## config.mk

```make
export PLATFORM = sky130hd
export DESIGN_NAME = rbc_divider
export DESIGN_NICKNAME = d
export VERILOG_FILES = /design/src/design/rbc_pkg.sv /design/src/design/rbc_divider.sv
export SDC_FILE = /design/constraint.sdc
export NUM_CORES = 1
export LEC_CHECK = 0
export BUFFER_PORTS_ARGS = -buffer_cell sky130_fd_sc_hd__buf_2
export CELL_PAD_IN_SITES_DETAIL_PLACEMENT = 0
export CELL_PAD_IN_SITES_GLOBAL_PLACEMENT = 1
export CORE_MARGIN = 8
export CORE_UTILIZATION = 39
export DETAILED_ROUTE_END_ITERATION = 12
export PLACE_DENSITY_LB_ADDON = 0.05
export SLEW_MARGIN = 10
export SYNTH_ARGS = -nofsm -noshare
export SYNTH_HDL_FRONTEND = slang
export SYNTH_SLANG_ARGS = --single-unit
```

## constraint.sdc

```tcl
create_clock -name clk -period 4.9 [get_ports clk]
set_input_delay 0.735 -clock clk [delete_from_list [all_inputs] [get_ports clk]]
set_output_delay 0.735 -clock clk [all_outputs]
set_load 0.005 [all_outputs]
```

## src/design/rbc_pkg.sv

```systemverilog
package rbc_pkg;

  // Fixed field widths
  localparam int NUM_W   = 31;
  localparam int BASE_W  = 6;
  localparam int CHAR_W  = 7;
  localparam int PLAIN_W = 56;

  // Configuration port
  localparam int ADDR_W = 3;
  localparam int DATA_W = 32;

  // Register indexes (paddr[2])
  localparam logic REG_SOURCE_BASE = 1'b0;
  localparam logic REG_TARGET_BASE = 1'b1;

  localparam logic [BASE_W-1:0] BASE_RESET  = BASE_W'(10);
  localparam logic [BASE_W-1:0] MIN_TARGET  = BASE_W'(2);
  localparam logic [BASE_W-1:0] DEC_RADIX   = BASE_W'(10);

  // n / 10 == (n * RECIP_TEN) >> RECIP_SHIFT for any 32-bit n
  localparam logic [31:0] RECIP_TEN   = 32'hCCCC_CCCD;
  localparam int          RECIP_SHIFT = 35;

  localparam logic [CHAR_W-1:0] ASCII_ZERO   = CHAR_W'(48);
  localparam logic [CHAR_W-1:0] ALPHA_OFFSET = CHAR_W'(7);

  typedef struct packed {
    logic busy;
    logic done;
  } div_status_t;

  // Digit value to its ASCII symbol; symbols continue past 'Z' for large bases
  function automatic logic [CHAR_W-1:0] symbol_of(input logic [BASE_W-1:0] d);
    logic [CHAR_W-1:0] s;
    s = CHAR_W'(d) + ASCII_ZERO;
    if (d > BASE_W'(9)) begin
      s = s + ALPHA_OFFSET;
    end
    return s;
  endfunction

endpackage

```

## src/design/rbc_divider.sv

```systemverilog
module rbc_divider
  import rbc_pkg::*;
#(
  parameter int WIDTH = 56
) (
  input  logic              clk,
  input  logic              rst,
  input  logic              start,
  input  logic [WIDTH-1:0]  dividend,
  input  logic [BASE_W-1:0] divisor,
  output logic [WIDTH-1:0]  quotient,
  output logic [BASE_W-1:0] remainder,
  output div_status_t       status
);

  localparam int SW = $clog2(WIDTH + 1);

  logic [WIDTH-1:0]  quo;
  logic [BASE_W-1:0] rem;
  logic [BASE_W-1:0] dvs;
  logic [SW-1:0]     steps;
  logic              busy;
  logic              done;

  logic [BASE_W:0] partial;
  logic [BASE_W:0] diff;
  logic            fits;

  // One restoring step per cycle, MSB first
  always_comb begin
    partial = {rem, quo[WIDTH-1]};
    diff    = partial - {1'b0, dvs};
    fits    = (partial >= {1'b0, dvs});
  end

  always_ff @(posedge clk) begin
    if (rst) begin
      busy  <= 1'b0;
      done  <= 1'b0;
      steps <= '0;
    end else begin
      done <= 1'b0;
      if (start) begin
        quo   <= dividend;
        rem   <= '0;
        dvs   <= divisor;
        steps <= SW'(WIDTH);
        busy  <= 1'b1;
      end else if (busy) begin
        quo   <= {quo[WIDTH-2:0], fits};
        rem   <= fits ? diff[BASE_W-1:0] : partial[BASE_W-1:0];
        steps <= steps - SW'(1);
        if (steps == SW'(1)) begin
          busy <= 1'b0;
          done <= 1'b1;
        end
      end
    end
  end

  assign quotient    = quo;
  assign remainder   = rem;
  assign status.busy = busy;
  assign status.done = done;

  a_no_restart: assert property (@(posedge clk) disable iff (rst) start |-> !busy)
    else $error("divider restarted while busy");
  a_rem_below: assert property (@(posedge clk) disable iff (rst) done |-> (rem < dvs))
    else $error("remainder not below divisor");
  a_done_pulse: assert property (@(posedge clk) disable iff (rst) done |=> !done)
    else $error("done held longer than one cycle");
  a_steps_live: assert property (@(posedge clk) disable iff (rst) busy |-> (steps != '0))
    else $error("busy with no steps left");

endmodule

```

Word-level counts from Yosys, hierarchy flattened
Cells that the tools add are included.

operators by class
  add/subtract/negate cells = 2
  magnitude comparators = 1
  eq/ne operators = 1
  mux-type cells = 10
  bitwise operators = 2
  reduce and logical (&&, ||, !) cells = 5

operator list
  cell                                                                   count
  56-bit two-way mux                                                     2
  6-bit two-way mux                                                      4
  7-bit by 6-bit greater-or-equal comparator with 1-bit output           1
  6-bit by 1-bit equality test with 1-bit output, second input constant  1
  6-bit by 1-bit subtractor with 6-bit output, second input constant     1
  6-bit subtractor                                                       1
  1-bit two-way mux                                                      4
  2-bit AND reduction                                                    2
  3-bit OR reduction                                                     1
  1-bit NOT                                                              2
  2-bit nonzero test                                                     1
  2-bit OR reduction                                                     1

storage, ports and cells
  register bits after elaboration = 76
  input bits = 65
  logic and storage cells = 28

Logic depth before layout (Yosys ltp)
  depth in word-level cells = 4
  mapped depth = 8

Worst setup path before layout
Ideal clock, no wire load.

  kind = in2reg
  start = input start
  end = register quo[0], in the netlist quotient[0], enable pin
  setup time = 482 ps
  arrival = 3880 ps
  required time = 4418 ps
  path slack = 537 ps
  cell stages on the path = 4
  path buffers = 2
  cells stage by stage = buf_2 -> buf_1 -> nor2_1 -> nor2_1

on the way
  word-level cells in the longest chain between the ends = 2

ends and longest elaborated chain
  element                        RTL line           text
  from (decl)                    rbc_divider.sv:8   input logic start,
  2-bit nonzero test (no line)   --
  2-bit AND reduction (no line)  --
  to (signal assigned)           rbc_divider.sv:44  quo <= dividend;
  to (signal assigned)           rbc_divider.sv:50  quo <= {quo[WIDTH-2:0], fits};
  to (decl)                      rbc_divider.sv:18  logic [WIDTH-1:0] quo;

No other way between the ends.
A chain may end at the register's enable or synchronous reset.

Worst setup path in the final report
  start = input start
  end = register quo[49], in the netlist quotient[49], enable pin

Same word-level chain as after synthesis.

==> metrics.yaml <==
status:
  run_status: "complete, no violations"
timing:
  max_slew.worst_pin.slew_ps: 728
  rsz0062_at_grt: "no"
  final.setup.tns_ps: 0
  layout_setup_ws_ps: 2420
  whs_ps: 518
  finClkSkew_ps: 4.92
  fmax_mhz: 404
  period_needed_ps: 2480
  hold_viol_final: 0
  setup_viol: 0
  final_max_slew_viol_count: 0
  slew-limit-headroom: 0.515
  finalCritPeriodShare: 0.506
routing:
  totalWireLength_um: 7640
  vias: 2230
  drtAntennaViolNets: 0
  firstDrtPassIters: 4
  viasPerCell: 4.81
  drt-initial-drc-count: 82
  routedWlPerCell_um: 16.5
  post-route-drc-count: 0
final_layout:
  final_cells: 464
  synthToLayoutAreaGrowth_pct: 27.7
  antennaDiodeCount: 0
  drive_above_1_share: 0.576
  final_common_cell: "buf_2"
  mostFrequentLayoutCells: "buf_2, edfxtp_1, mux2_2, nor2_1"
  finalInstanceArea_um2: 4400
  fin_nets: 426
critical_path:
  worstSetupPathType: "in2reg"
  worstPathArrival_ps: 2440
  path_max_fanout: 53
  slowest_delay_ps: 610
  crit_chain: "buf_2 > nor2_1 > nor2_4 > buf_4"
  cp_top_family: "buffers and inverters"
  worstPathRequired_ps: 4870
  slowest_stage: "buf_4"
  cp_num_buf_inv: 2
  crit_path_end_kind: "register"
  critPathLaunchType: "input pin"
grt:
  antenna_found_initial: 0
  grt_pass1_wl_um: 12100
  grt_overflow: 0
  grt_pass1_vias: 2390
  grt_max_degree: 54
  grtUsageTotal: 0.131
logic_synthesis:
  synth_largest_area_cell: "edfxtp_1"
  synth_edf_count: 68
  synth_ff_type: "edfxtp_1"
  synth_nets: 295
  synth_cell_types: 36
  syn-cell-area_um2: 3440
  yosys-top-cells-area: "edfxtp_1, mux2_2, dfxtp_1"
  yosysSeqAreaShare: 0.640
  postSynthAreaPerCell_um2: 15.7
  ys_seq_elements: 76
  ys.warnings.count: 0
  synth_cells: 220
  async_flop_share: 0
  synth_top_area_share: 0.593
placement:
  dpl_worst_slack_ps: 2050
  post-dp-hpwl_um: 5690
  place_congestion: 0.717
  place_area_um2: 4190
  port_buffers: 128
  dp.cells: 448
clock_network:
  clk_pin_slew_worst_paths_ps: 70
  cts_max_level: 3
  cts_tree: "done"
  ctsHoldBuffers: 0
  post_cts_buffers: 0
  cts_root_buf: "clkbuf_8"
  cts.sinks: 76
  clk_latency_ps: 330
  cts_resized: 0
  clockBufferDepth: 2
  cts_buffers: 9
floorplanning:
  num_io_pins: 129
  start_util: 0.399
  die_h_um: 110
  die_x_um: 110
  rows: 34
  dieArea_um2: 12100
  fp.coreArea_um2: 8640
pwr:
  powerDensity_nw_per_um2: 343
  p_leak_nw: 1.82
  vdd_drop_max_mv: 0.201
job:
  maxCapViolations: 0
min_path:
  hold_path.class: "reg2reg"
-- registers in the layout, summed over array words and instances, names as in the netlist --
name and cells:
quotient 56, dvs 6, done 1, steps 6, busy 1, remainder 6
-- tightest hold or removal path: stages (launching register included) --
cell	delay, ps
dfxtp_1	320
nor2_1	90
a2111oi_0	60
-- logic make-up (layout without fill, tap and decap cells) --
family,count (synthesis),count (layout),synth area share
compound gates,21,21,0.0480
xor+xnor,7,7,0.0178
fa+ha+maj,10,10,0.0385
buf+inv,20,156,0.0258
flops,76,76,0.640
mux,58,58,0.189
simple gates,28,28,0.0414
-- power by group --
group | internal, W | switching, W
clock network | 0.000283 | 0.000218
registers | 0.000764 | 0.0000257
logic | 0.000114 | 0.000103
-- final timing paths --
check | start | end | slack, ps | cells after the start
worst max-delay path | start | quotient[49] | 2420 | 4
worst min register to register | steps[1] | steps[1] | 520 | 2
worst min-delay path | steps[1] | steps[1] | 520 | 2
worst max register to register | remainder[1] | quotient[0] | 2890 | 5
-- layer usage --
layer | part of all wire | up-vias | GRT usage
li1 | - | 1089 | -
met5 | 0 | - | 0
met3 | 0.095 | 11 | 0.0528
met1 | 0.40 | 1057 | 0.160
met2 | 0.49 | 73 | 0.200
met4 | 0.016 | 0 | 0.0579
-- cells in the mapped netlist (3+ instances only) --
| cell type | number |
|---|---|
| nor3_1 | 4 |
| mux2_2 | 56 |
| o21a_1 | 3 |
| a21oi_1 | 4 |
| buf_2 | 5 |
| nor2_1 | 11 |
| inv_1 | 9 |
| a211oi_1 | 3 |
| nand2_1 | 4 |
| edfxtp_1 | 68 |
| xnor2_1 | 5 |
| dfxtp_1 | 8 |
| ha_1 | 9 |
-- per-stage QoR --
| stage | power [W] | util |
|---|---|---|
| 6_report | 0.00151 | 0.509 |
| 5_1_grt | 0.00158 | 0.509 |
| 4_1_cts | 0.00153 | 0.509 |
| 3_5_place_dp | 0.00102 | 0.485 |
| 3_3_place_gp | 0.00103 | 0.485 |
| 2_1_floorplan | 0.000936 | - |
-- final cells by class --
type	instances	area, um2
clock buffers	10	128
clock inverters	6	78.8
fillers	771	4240
inverters	10	37.5
multi-input cells	124	1160
flip-flops and latches	76	2200
well taps	108	135
repair buffers	130	656
(Power assumes the default switching activity.)
