$ cat src/design/rbc_pkg.sv
package rbc_pkg;

  // Fixed field widths
  localparam int NUM_W   = 31;
  localparam int BASE_W  = 6;
  localparam int CHAR_W  = 7;
  localparam int PLAIN_W = 56;

  // Configuration port
  localparam int ADDR_W = 3;
  localparam int DATA_W = 32;

  // Register indexes (paddr[2])
  localparam logic REG_SOURCE_BASE = 1'b0;
  localparam logic REG_TARGET_BASE = 1'b1;

  localparam logic [BASE_W-1:0] BASE_RESET  = BASE_W'(10);
  localparam logic [BASE_W-1:0] MIN_TARGET  = BASE_W'(2);
  localparam logic [BASE_W-1:0] DEC_RADIX   = BASE_W'(10);

  // n / 10 == (n * RECIP_TEN) >> RECIP_SHIFT for any 32-bit n
  localparam logic [31:0] RECIP_TEN   = 32'hCCCC_CCCD;
  localparam int          RECIP_SHIFT = 35;

  localparam logic [CHAR_W-1:0] ASCII_ZERO   = CHAR_W'(48);
  localparam logic [CHAR_W-1:0] ALPHA_OFFSET = CHAR_W'(7);

  typedef struct packed {
    logic busy;
    logic done;
  } div_status_t;

  // Digit value to its ASCII symbol; symbols continue past 'Z' for large bases
  function automatic logic [CHAR_W-1:0] symbol_of(input logic [BASE_W-1:0] d);
    logic [CHAR_W-1:0] s;
    s = CHAR_W'(d) + ASCII_ZERO;
    if (d > BASE_W'(9)) begin
      s = s + ALPHA_OFFSET;
    end
    return s;
  endfunction

endpackage

$ cat src/design/rbc_digit_mem.sv
module rbc_digit_mem
  import rbc_pkg::*;
#(
  parameter int DEPTH = 64
) (
  input  logic                     clk,
  input  logic                     wr_en,
  input  logic [$clog2(DEPTH)-1:0] wr_addr,
  input  logic [BASE_W-1:0]        wr_data,
  input  logic                     rd_en,
  input  logic [$clog2(DEPTH)-1:0] rd_addr,
  output logic [BASE_W-1:0]        rd_data
);

  logic [BASE_W-1:0] mem [DEPTH];

  always_ff @(posedge clk) begin
    if (wr_en) begin
      mem[wr_addr] <= wr_data;
    end
    if (rd_en) begin
      rd_data <= mem[rd_addr];
    end
  end

endmodule

$ cat config.mk
export PLATFORM = sky130hd
export DESIGN_NAME = rbc_digit_mem
export DESIGN_NICKNAME = d
export VERILOG_FILES = /design/src/design/rbc_pkg.sv /design/src/design/rbc_digit_mem.sv
export SDC_FILE = /design/constraint.sdc
export NUM_CORES = 1
export LEC_CHECK = 0
export BUFFER_PORTS_ARGS = -buffer_cell sky130_fd_sc_hd__buf_4
export CORE_UTILIZATION = 59
export DETAILED_ROUTE_END_ITERATION = 8
export PLACE_DENSITY = 0.76
export SLEW_MARGIN = 20
export SYNTH_ARGS = -nofsm -noshare
export SYNTH_HDL_FRONTEND = slang
export SYNTH_SLANG_ARGS = --single-unit
$ cat constraint.sdc
create_clock -name clk -period 2.4 [get_ports clk]
set_clock_uncertainty 0.15 [all_clocks]
set_input_delay 0.12 -clock clk [delete_from_list [all_inputs] [get_ports clk]]
set_output_delay 0.12 -clock clk [all_outputs]
set_load 0.05 [all_outputs]
---- After elaboration in Yosys (flattened, before gate mapping) ----
Memory sizes are Yosys's and may differ from the RTL's. A register that Yosys moved wholly into a read port is not among the register bits.
Index checks and enable logic that the tools add are counted.
cells by class
  muxes and demuxes ....................... 2
operators by type and width
  cell              count
  2-to-1 mux 1 bit  2
storage, ports and cells
  flip-flop bits (word level) ............. 0
  bits in writable memories ............... 384
  bits of input ports ..................... 21
  output and inout port bits .............. 6
  logic and storage cells ................. 3
  memories ................................ 1
memories
  name  depth  width  rd ports  clocked after memory_dff  write ports  RTL line             source
  mem   64     6      1         1                         1            rbc_digit_mem.sv:15  logic [BASE_W-1:0] mem [DEPTH];

---- Longest topological paths before layout ----
Gate-level depths: netlist of the first run.
  depth in word-level cells ............... 2
  gate-level depth with buffers ........... 7
  gate-level depth less buffers ........... 5

---- Worst setup path before layout of the first run ----
Ideal clock, no wire load.
  path kind ............................... in2reg
  start point ............................. in rd_addr[0]
  end point ............................... reg rd_data[0], read port of mem (data pin)
  setup time .............................. 0.257 ns
  arrival time ............................ 1.549 ns
  slack ................................... 0.445 ns
  cell stages on the path ................. 7
  path through ............................ buf_6 > buf_6 > buf_4 > mux4_2 > o22ai_1 > o21ai_1 > a32o_1
RTL lines
  element          RTL line             source
  start, declared  rbc_digit_mem.sv:11  input logic [$clog2(DEPTH)-1:0] rd_addr,
  end, declared    rbc_digit_mem.sv:12  output logic [BASE_W-1:0] rd_data

==> results.md, run 1 <==
- WHS Path Cells: 1
- Setup Crit Path Kind: flip-flop to flip-flop
- Gr ovfl total: 0
- #FFs+latches synth: 390
- CP Data Arrival Time: 2220 ps
- Routed vias/inst: 6.51
- Largest net degree at the start of global routing: 65
- Post-synth EDFFs: 390
- Top-count cell post-synth: edfxtp_1
- Fmax: 478 MHz
- Routed WL per cell: 27.8 um
- Antenna violations before repair: 0
- Main synth FF type: edfxtp_1
- Crit path depth: 5
- DRT iter0 DRCs: 893
- Status: completed
- Peak supply drop: 840 uV
- Die Y: 163 um
- Worst reg2reg setup slack: 310 ps
- Placed insts: 1113
- PortBufs: 26
- Vias in the first global route: 7913
- Async SR Flop Fraction: 0
- GR Util met2: 0.410
- Placer's final routability congestion estimate: 0.814
- Non-Filler Instances: 1185
- Critical path's top delay family: multiplexers
- Global-route wire length before repair: 49200 um
- CTS tree: built
- Layout cells sized above 1: 0.296
- Synthesized cell area: 0.0153 sq mm
- Final net count: 849
- CTS sink cnt: 390
- Slowest CP cell: mux4_2
- Inserted Clock Buffers: 38
- Startpoint class of the critical path: flip-flop
- Slew Viols, Final: 0
- Syn Area/Cell: 21.2 sq um
- Synth area leaders: edfxtp_1, mux4_2, nor2_1
- Netlist cell types: 36
- DR pass1 iterations: 5
- Area share of the largest cell type after synthesis: 0.766
- Fin Setup TNS: 0 ps
- Period utilisation layout: 0.871
- Final Setup Violations: 0
- Leakage dissipation: 5.67 nW
- Required time worst endpoint: 2530 ps
- Met1 Use GR: 0.374
- Worst min-delay path class: primary input to flip-flop
- CP Buf/Inv Count: 0
- DR vias: 7720
- Syn_nets: 741
- Grt met3 use: 0.0537
- Fill cell count: 1470
- Total Routing Usage GR: 0.261
- DRC: 0
- Worst r2r path cells: 5
- Full die area: 0.0266 sq mm
- Worst slew pin tran: 720 ps
- Post CTS Setup Buffer Count: 0
- Worst-skew pair later-pin latency: 530 ps
- Diodes inserted: 0
- Initial Utilization: 0.604
- Pwr Density: 816 mW/mm^2
- Yosys top cell by area: edfxtp_1
- Core area: 0.0253 sq mm
- Crit-path cells: mux4_2 > mux2_2 > o21ai_1 > a21oi_1 > o22a_1
- Worst Path Max Fanout: 1
- Crit. Startpoint: mem[55][3]
- Routed Antenna Nets: 0
- Unrepaired setup endpoints after global routing: no
- Area grow syn2layout: 15.2%
- Fin. Hold Viols: 0
- Synth cell count leaders: edfxtp_1, mux4_2, nor2_1
- Crit. End Element: flip-flop
- Die width: 163 um
- Row count: 58
- Setup crit end: rd_data[3]
- Max Cap Violations: 0
- YS warnings: 0
- Top Ports: 27
- Post-layout min period: 2090 ps
- Deepest clock path buffer count: 3
- Post-Syn Instances: 720
- Overall routed net length: 32900 um
- Reg-to-Reg End: rd_data[3]
- CTS H-tree depth: 2
- Reg2reg start: mem[55][3]
- Clk pin slew, worst setup/hold paths: 60 ps
- Sequential fraction of the synthesis area: 0.766
- Critical path's largest stage delay: 510 ps
- DP Wirelength: 19900 um
- CTS root buffer: clkbuf_16
- Busiest grt layer: met2
- Slew HR: 0.520
[registers in the layout, summed over array words and instances, names as in the netlist]
signal and count:
mem 384, rd_data 6
[routing by layer]
layer  part of all wire  wire length [um]
met4              0.028               933
met1               0.39             12800
met3              0.095              3120
met2               0.49             16000
met5                  0                 0
[power by group]
| part | internal (W) | leakage (nW) | switching [W] |
|---|---|---|---|
| Sequential | 0.00755 | 3.51 | 0.0000171 |
| Combinational | 0.000299 | 1.55 | 0.000466 |
| Clock | 0.00364 | 0.614 | 0.00239 |
[worst register-to-register path: cells and delay by family, from the launching register on]
| kind | cells | cell delay [ps] |
|---|---|---|
| AOI/OAI and AO/OA | 3 | 540 |
| muxes | 2 | 800 |
| DFF | 1 | 380 |
[how the worst min path moves through the flow]
stage,from,end,slack [ps]
5_1_grt,wr_data[4],mem[12][4],20
3_5_place_dp,rd_en,rd_data[2],250
4_1_cts,wr_data[4],mem[12][4],8
6_report,wr_data[4],mem[12][4],9
3_3_place_gp,rd_en,rd_data[3],240
2_1_floorplan,wr_data[0],mem[0][0],70
[final cells by class]
cell class,count,area [sq um],area share
flip-flops and latches,390,11700,0.665
multi-input cells,291,3320,0.189
clock buffers,51,1060,0.0604
repair buffers,107,895,0.0508
well taps,330,413,0.0235
clock inverters,16,196,0.0112
[metrics by stage]
step,hold slack (ps),cell area (sq um),util,setup slack (ps),power (W)
6_report,9.02,17600,0.695,309,0.0144
5_1_grt,23.3,17600,0.695,284,0.0147
4_1_cts,8.14,17600,0.695,343,0.0144
3_5_place_dp,251,16300,0.643,35.0,0.00847
3_3_place_gp,244,16300,0.643,104,0.00844
2_1_floorplan,68.9,15300,-,445,0.00815
[what timing repair did]
| item | in CTS | in global routing |
|---|---|---|
| resized for setup | 0 | 0 |
| hold buffers | 5 | 0 |
| endpoints found under the hold margin | 24 | 0 |
[kinds of logic (layout without fill, tap and decap cells)]
kind of cell	after synthesis	after routing	synth area share
AND/OR/NAND/NOR	120	120	0.0366
flip-flops	390	390	0.766
buffers and inverters	39	174	0.0165
multiplexers	117	117	0.155
AO/OA/AOI/OAI	54	54	0.0259
[layout by cell type, fill, tap and decap left out, types with 3 or more instances in the layout]
master	n
edfxtp_1	390
buf_4	95
mux4_2	87
nor2_1	67
clkbuf_16	41
mux2i_1	15
o22ai_1	12
nand3_1	11
clkbuf_1	10
o221ai_1	9
mux2_2	9
nand2_1	8
nor2b_1	8
clkinv_1	7
o22a_1	6
o21ai_1	6
a21oi_1	6
mux4_1	6
a211oi_1	6
buf_12	6
nand2b_1	5
nor3_1	5
bufinv_16	5
dlygate4sd3_1	5
nand3b_1	4
clkinv_2	4
a221oi_1	3
a32o_1	3
Power figures use the tool's default switching activity.
==> run 2, diff against run 1 <==
--- a/config.mk
+++ b/config.mk
@@ -7,8 +7,10 @@
 export LEC_CHECK = 0
 export BUFFER_PORTS_ARGS = -buffer_cell sky130_fd_sc_hd__buf_4
 export CORE_UTILIZATION = 59
+export CTS_BUF_LIST = sky130_fd_sc_hd__clkbuf_8
 export DETAILED_ROUTE_END_ITERATION = 8
 export PLACE_DENSITY = 0.76
+export REMOVE_ABC_BUFFERS = 1
 export SLEW_MARGIN = 20
 export SYNTH_ARGS = -nofsm -noshare
 export SYNTH_HDL_FRONTEND = slang
==> results.md, run 2 (synthesized netlist as in run 1, its figures left out) <==
- Global-route wire length before repair: 48700 um (-1.0%)
- Full die area: 0.0266 sq mm (unchanged)
- Period utilisation layout: 0.855 (-0.0162)
- Overall routed net length: 32500 um (-1.2%)
- Gr ovfl total: 0 (unchanged)
- Worst min-delay path class: primary input to flip-flop
- Max Cap Violations: 0 (unchanged)
- DP Wirelength: 20500 um (+2.7%)
- Switching pwr: 0.00290 W (+1.2%)
- Row count: 58 (unchanged)
- Top Ports: 27 (unchanged)
- CTS H-tree depth: 2 (unchanged)
- Antenna violations before repair: 1 (+1)
- Die width: 163 um (unchanged)
- Placed insts: 1111 (-0.18%)
- Total Routing Usage GR: 0.258 (-0.00325)
- Non-Filler Instances: 1229 (+3.7%)
- Final net count: 877 (+3.3%)
- Fin Setup TNS: 0 ps (unchanged)
- Most common cell after layout, fill and taps aside: edfxtp_1
- Post-cts sizing count: 0 (unchanged)
- Max reg flops: 384 (unchanged)
- Worst Path Max Fanout: 1 (unchanged)
- Worst-skew pair later-pin latency: 600 ps (+70 ps)
- CTS tree: built
- Post-layout util: 0.694 (-0.00114)
- Largest net degree at the start of global routing: 65 (unchanged)
- Slowest CP cell: mux4_2
- Layout cells sized above 1: 0.315 (+0.0192)
- Post-Layout Inst Area: 0.0176 sq mm (-0.16%)
- Crit-path cells: mux4_2 > nor2b_1 > a211oi_1 > a21oi_1 > a32o_1
- Peak supply drop: 864 uV (+2.9%)
- Setup Crit Path Kind: flip-flop to flip-flop
- Final Setup Violations: 0 (unchanged)
- Slew Viols, Final: 0 (unchanged)
- Total power: 0.0136 W (-5.5%)
- Routed Antenna Nets: 0 (unchanged)
- Startpoint class of the critical path: flip-flop
- Worst reg2reg setup slack: 350 ps (+40 ps)
- Deepest clock path buffer count: 3 (unchanged)
- Regs by FF count: mem (384), rd_data (6)
- Routed vias/inst: 6.31 (-3.2%)
- Sw frac: 0.214 (+0.0143)
- Clock Power Share: 0.385 (-0.035)
- Fin. Hold Viols: 0 (unchanged)
- Routed WL per cell: 26.5 um (-4.7%)
- Unrepaired setup endpoints after global routing: no
- Clk pin slew, worst setup/hold paths: 70 ps (about the same)
- Placer's final routability congestion estimate: 0.864 (+6.2%)
- DRC: 0 (unchanged)
- DRT iter0 DRCs: 976 (+9.3%)
- CP Data Arrival Time: 2250 ps (+30 ps)
- Largest reg by FF count: mem
- Pint: 0.0107 W (-7.2%)
- Die Y: 163 um (unchanged)
- Vias in the first global route: 8010 (+1.2%)
- Status: completed
- Most frequent cells in the layout: edfxtp_1, buf_4, mux4_2
- Comb power frac: 0.057 (+0.004)
- Initial Utilization: 0.604 (unchanged)
- Post-layout min period: 2050 ps (-38.9 ps)
- DR vias: 7751 (+0.40%)
- Cell Area, Placed: 0.0163 sq mm (about the same)
- Sequential power share: 0.558 (+0.031)
- CP Buf/Inv Count: 0 (unchanged)
- CTS root buffer: clkbuf_8
- Critical path's top delay family: compound AO/OA/AOI/OAI gates
- Core area: 0.0253 sq mm (unchanged)
- Fmax: 487 MHz (+1.9%)
- Slew HR: 0.524 (+0.00425)
- Area grow syn2layout: 15.0%
- Crit. End Element: flip-flop
- DR pass1 iterations: 6 (+1)
- Pwr Density: 772 mW/mm^2 (-5.4%)
- Leakage dissipation: 5.71 nW (+0.60%)
- Critical path's largest stage delay: 480 ps (-30 ps)
- Required time worst endpoint: 2600 ps (+70 ps)
- CTS sink cnt: 390 (unchanged)
- PortBufs: 26 (unchanged)
- Inserted Clock Buffers: 56 (+47%)
- Worst slew pin tran: 714 ps (-6.37 ps)
[run 2: cell types whose count changed in the layout (fill, tap and decap cells not counted), sizes merged]
cell | previous run | this run
clkinv | 11 | 28
dlygate4sd3 | 5 | 17
clkbuf | 51 | 58
inv | 0 | 7
buf | 102 | 100
clkinvlp | 0 | 2
diode | 0 | 1
[run 2: worst min-delay path: cells and delay by family]
| family | cells | cell delay, ps |
|---|---|---|
| buf+inv | 1 | 150 |
| simple gates | 2 | 380 |
[run 2: power groups by stage]
stage               sequential (W)  clock [W]  combinational (W)
floorplan                  0.00774          0           0.000297
global placement           0.00772          0           0.000727
detailed placement         0.00772          0           0.000750
CTS                        0.00758    0.00530           0.000775
global route               0.00757    0.00557           0.000817
finish                     0.00758    0.00522           0.000772
[run 2: final cells by class]
type / count / area [sq um]
Sequential cell: 390 / 11700
Fill cell: 1486 / 7750
Multi-Input combinational cell: 291 / 3320
Timing Repair Buffer: 117 / 1000
Clock buffer: 58 / 798
Tap cell: 330 / 413
Clock inverter: 42 / 325
Antenna cell: 1 / 2.50
[run 2: stage by stage]
stage	hold slack, ps	setup slack [ps]
final	84.1	347
after global routing	83.0	234
after CTS	32.6	330
after detailed placement	272	92.8
after global placement	278	162
after floorplan	68.9	574
[run 2: per-layer routing]
| metal | vias to the layer above | global-route usage | routed length [um] |
|---|---|---|---|
| li1 | 3298 | - | - |
| met1 | 3980 | 0.344 | 12300 |
| met2 | 397 | 0.417 | 16000 |
| met3 | 76 | 0.0598 | 3100 |
| met4 | 0 | 0.0986 | 1050 |
| met5 | - | 0 | 0 |
[run 2: what timing repair did]
| action | 4_1_cts | 5_1_grt |
|---|---|---|
| endpoints found under the hold margin | 409 | 0 |
| hold buffers | 17 | 0 |
| buffers inserted | 0 | 0 |
[run 2: worst paths after layout]
path,from,to,cells past startpoint
setup reg to reg,mem[41][0],rd_data[0],5
setup / recovery,mem[41][0],rd_data[0],5
hold reg to reg,mem[39][2],rd_data[2],4
hold / removal,wr_addr[5],mem[39][1],3
==> run 3, diff against run 2 <==
--- a/config.mk
+++ b/config.mk
@@ -6,10 +6,12 @@
 export NUM_CORES = 1
 export LEC_CHECK = 0
 export BUFFER_PORTS_ARGS = -buffer_cell sky130_fd_sc_hd__buf_4
-export CORE_UTILIZATION = 59
+export CELL_PAD_IN_SITES_DETAIL_PLACEMENT = 0
+export CELL_PAD_IN_SITES_GLOBAL_PLACEMENT = 1
+export CORE_UTILIZATION = 55
 export CTS_BUF_LIST = sky130_fd_sc_hd__clkbuf_8
 export DETAILED_ROUTE_END_ITERATION = 8
-export PLACE_DENSITY = 0.76
+export PLACE_DENSITY_LB_ADDON = 0.1
 export REMOVE_ABC_BUFFERS = 1
 export SLEW_MARGIN = 20
 export SYNTH_ARGS = -nofsm -noshare
==> results.md, run 3 (synthesized netlist as in run 1, its figures left out) <==
- Status: completed
- CTS H-tree depth: 2 (unchanged)
- Worst reg2reg setup slack: 270 ps (-80 ps)
- DR vias: 7663 (-1.1%)
- Period utilisation layout: 0.895 (+0.0401)
- CP Buf/Inv Count: 4 (+4)
- Deepest clock path buffer count: 3 (unchanged)
- Global-route wire length before repair: 49700 um (+2.1%)
- Top Ports: 27 (unchanged)
- Post-layout util: 0.654 (-0.0394)
- Leakage dissipation: 5.82 nW (+2.0%)
- Routed Antenna Nets: 0 (unchanged)
- Startpoint class of the critical path: primary input
- Final Setup Violations: 0 (unchanged)
- PortBufs: 26 (unchanged)
- Area grow syn2layout: 16.0%
- Unrepaired setup endpoints after global routing: no
- Worst r2r path cells: 5 (unchanged)
- Most common cell after layout, fill and taps aside: edfxtp_1
- Row count: 60 (+3.4%)
- Vias in the first global route: 7958 (-0.65%)
- Total Routing Usage GR: 0.246 (-0.0114)
- WHS Path Cells: 3 (unchanged)
- Core area: 0.0271 sq mm (+7.0%)
- Die Y: 169 um (+3.5%)
- Fin. Hold Viols: 0 (unchanged)
- # hold bufs at CTS: 15 (-2)
- Gr ovfl total: 0 (unchanged)
- Worst path most repeated cell: dlygate4sd3_1
- Die width: 169 um (+3.5%)
- DRC: 0 (unchanged)
- Max reg flops: 384 (unchanged)
- Crit. End Element: flip-flop
- Overall routed net length: 33600 um (+3.2%)
- Peak supply drop: 661 uV (-24%)
- Most frequent cells in the layout: edfxtp_1, buf_4, mux4_2
- CP Data Arrival Time: 2270 ps (+20 ps)
- CTS sink cnt: 390 (unchanged)
- Critical path's top delay family: buffers and inverters
- Critical path's largest stage delay: 730 ps (+250 ps)
- Worst min-delay path startpoint: wr_addr[4]
- DRT iter0 DRCs: 689 (-29%)
- Slew HR: 0.515 (-0.00948)
- DR pass1 iterations: 4 (-2)
- Antenna violations before repair: 0 (-1)
- Multi-input gate area: 0.00332 sq mm (unchanged)
- Inserted Clock Buffers: 60 (+7.1%)
- Reg-to-Reg End: rd_data[2]
- Largest net degree at the start of global routing: 65 (unchanged)
- CTS tree: built
- Post-cts sizing count: 0 (unchanged)
- Fmax: 465 MHz (-4.5%)
- Pwr Density: 761 mW/mm^2 (-1.4%)
- Placer's final routability congestion estimate: 0.837 (-3.1%)
- Initial Utilization: 0.564 (-0.0395)
- Worst slew pin tran: 725 ps (+11.5 ps)
- Worst Path Max Fanout: 10 (+9)
- Post CTS Setup Buffer Count: 0 (unchanged)
- DP Wirelength: 21200 um (+3.4%)
- Regs by FF count: mem (384), rd_data (6)
- Crit-path cells: dlygate4sd3_1 > buf_4 > nand2_1 > dlygate4sd3_1 > nor2_1 > dlygate4sd3_1
- Largest reg by FF count: mem
- Full die area: 0.0285 sq mm (+7.2%)
- Worst min-delay path class: primary input to flip-flop
- Fin Setup TNS: 0 ps (unchanged)
- Post-layout min period: 2150 ps (+96.2 ps)
- Layout cells sized above 1: 0.325 (+0.00953)
- Fill cell count: 1811 (+22%)
- Routed vias/inst: 5.91 (-6.2%)
- Setup Crit Path Kind: primary input to flip-flop
- Slew Viols, Final: 0 (unchanged)
- Required time worst endpoint: 2520 ps (-80 ps)
- FF/Latch Area: 0.0117 sq mm (unchanged)
- Reg2reg start: mem[44][2]
- Max Cap Violations: 0 (unchanged)
- Clk pin slew, worst setup/hold paths: 70 ps (about the same)
- WHS Endpoint: mem[21][4]
- Final net count: 900 (+2.6%)
- Routed WL per cell: 25.9 um (-2.1%)
- Diodes inserted: 0 (-1)
- Worst-skew pair later-pin latency: 610 ps (about the same)
- CTS root buffer: clkbuf_8
- Slowest CP cell: dlygate4sd3_1
## run 3: changes by cell type in the layout (fill, tap and decap cells not counted), moves of 2 or more
cell	delta
buf_4	+22
inv_1	+8
dlygate4sd3_1	-2
bufinv_16	-2
clkbuf_8	+2
clkinv_1	+3
clkinv_2	-3
## run 3: per-stage QoR
step                power (W)  setup slack, ps  area [sq um]  cells  hold WS, ps
global route           0.0139              155         17700   1296         98.5
CTS                    0.0136              256         17700   1296         51.0
detailed placement    0.00849             67.3         16500   1174          275
floorplan             0.00804              574         15000    681         68.9
finish                 0.0135              251         17700   1296         96.1
global placement      0.00848             74.4         16500   1174          271
## run 3: metal layers
metal,vias up,part of all wire,GRT usage
met5,-,0,0
met4,0,0.024,0.0791
met3,59,0.065,0.0519
met2,271,0.50,0.404
met1,3981,0.41,0.335
li1,3352,-,-
## run 3: worst register-to-register path, stage by stage, from the launching register on
cell and delay, ps:
edfxtp_1 360, mux4_1 500, nor2b_1 150, a211oi_1 370, a21oi_1 90, a32o_1 270
## run 3: cell type report
cell class              instances  share of cell area
multi-input cells             291               0.187
repair buffers                136              0.0634
clock inverters                47              0.0162
well taps                     372              0.0262
flip-flops and latches        390               0.660
clock buffers                  60              0.0466
## run 3: power breakdown
part / switching, W / internal (W) / total [W]
Sequential: 0.0000195 / 0.00756 / 0.00758
Clock: 0.00248 / 0.00266 / 0.00514
Combinational: 0.000467 / 0.000317 / 0.000785
## run 3: how the worst max path moves through the flow
stage | depth (start not counted) | endpoint | slack, ps | startpoint
global route | 6 | mem[54][1] | 160 | wr_addr[2]
floorplan | 5 | rd_data[2] | 570 | mem[41][2]
finish | 6 | mem[54][1] | 250 | wr_addr[1]
CTS | 5 | rd_data[0] | 260 | mem[42][0]
global placement | 7 | rd_data[2] | 70 | rd_addr[0]
detailed placement | 7 | rd_data[0] | 70 | rd_addr[0]
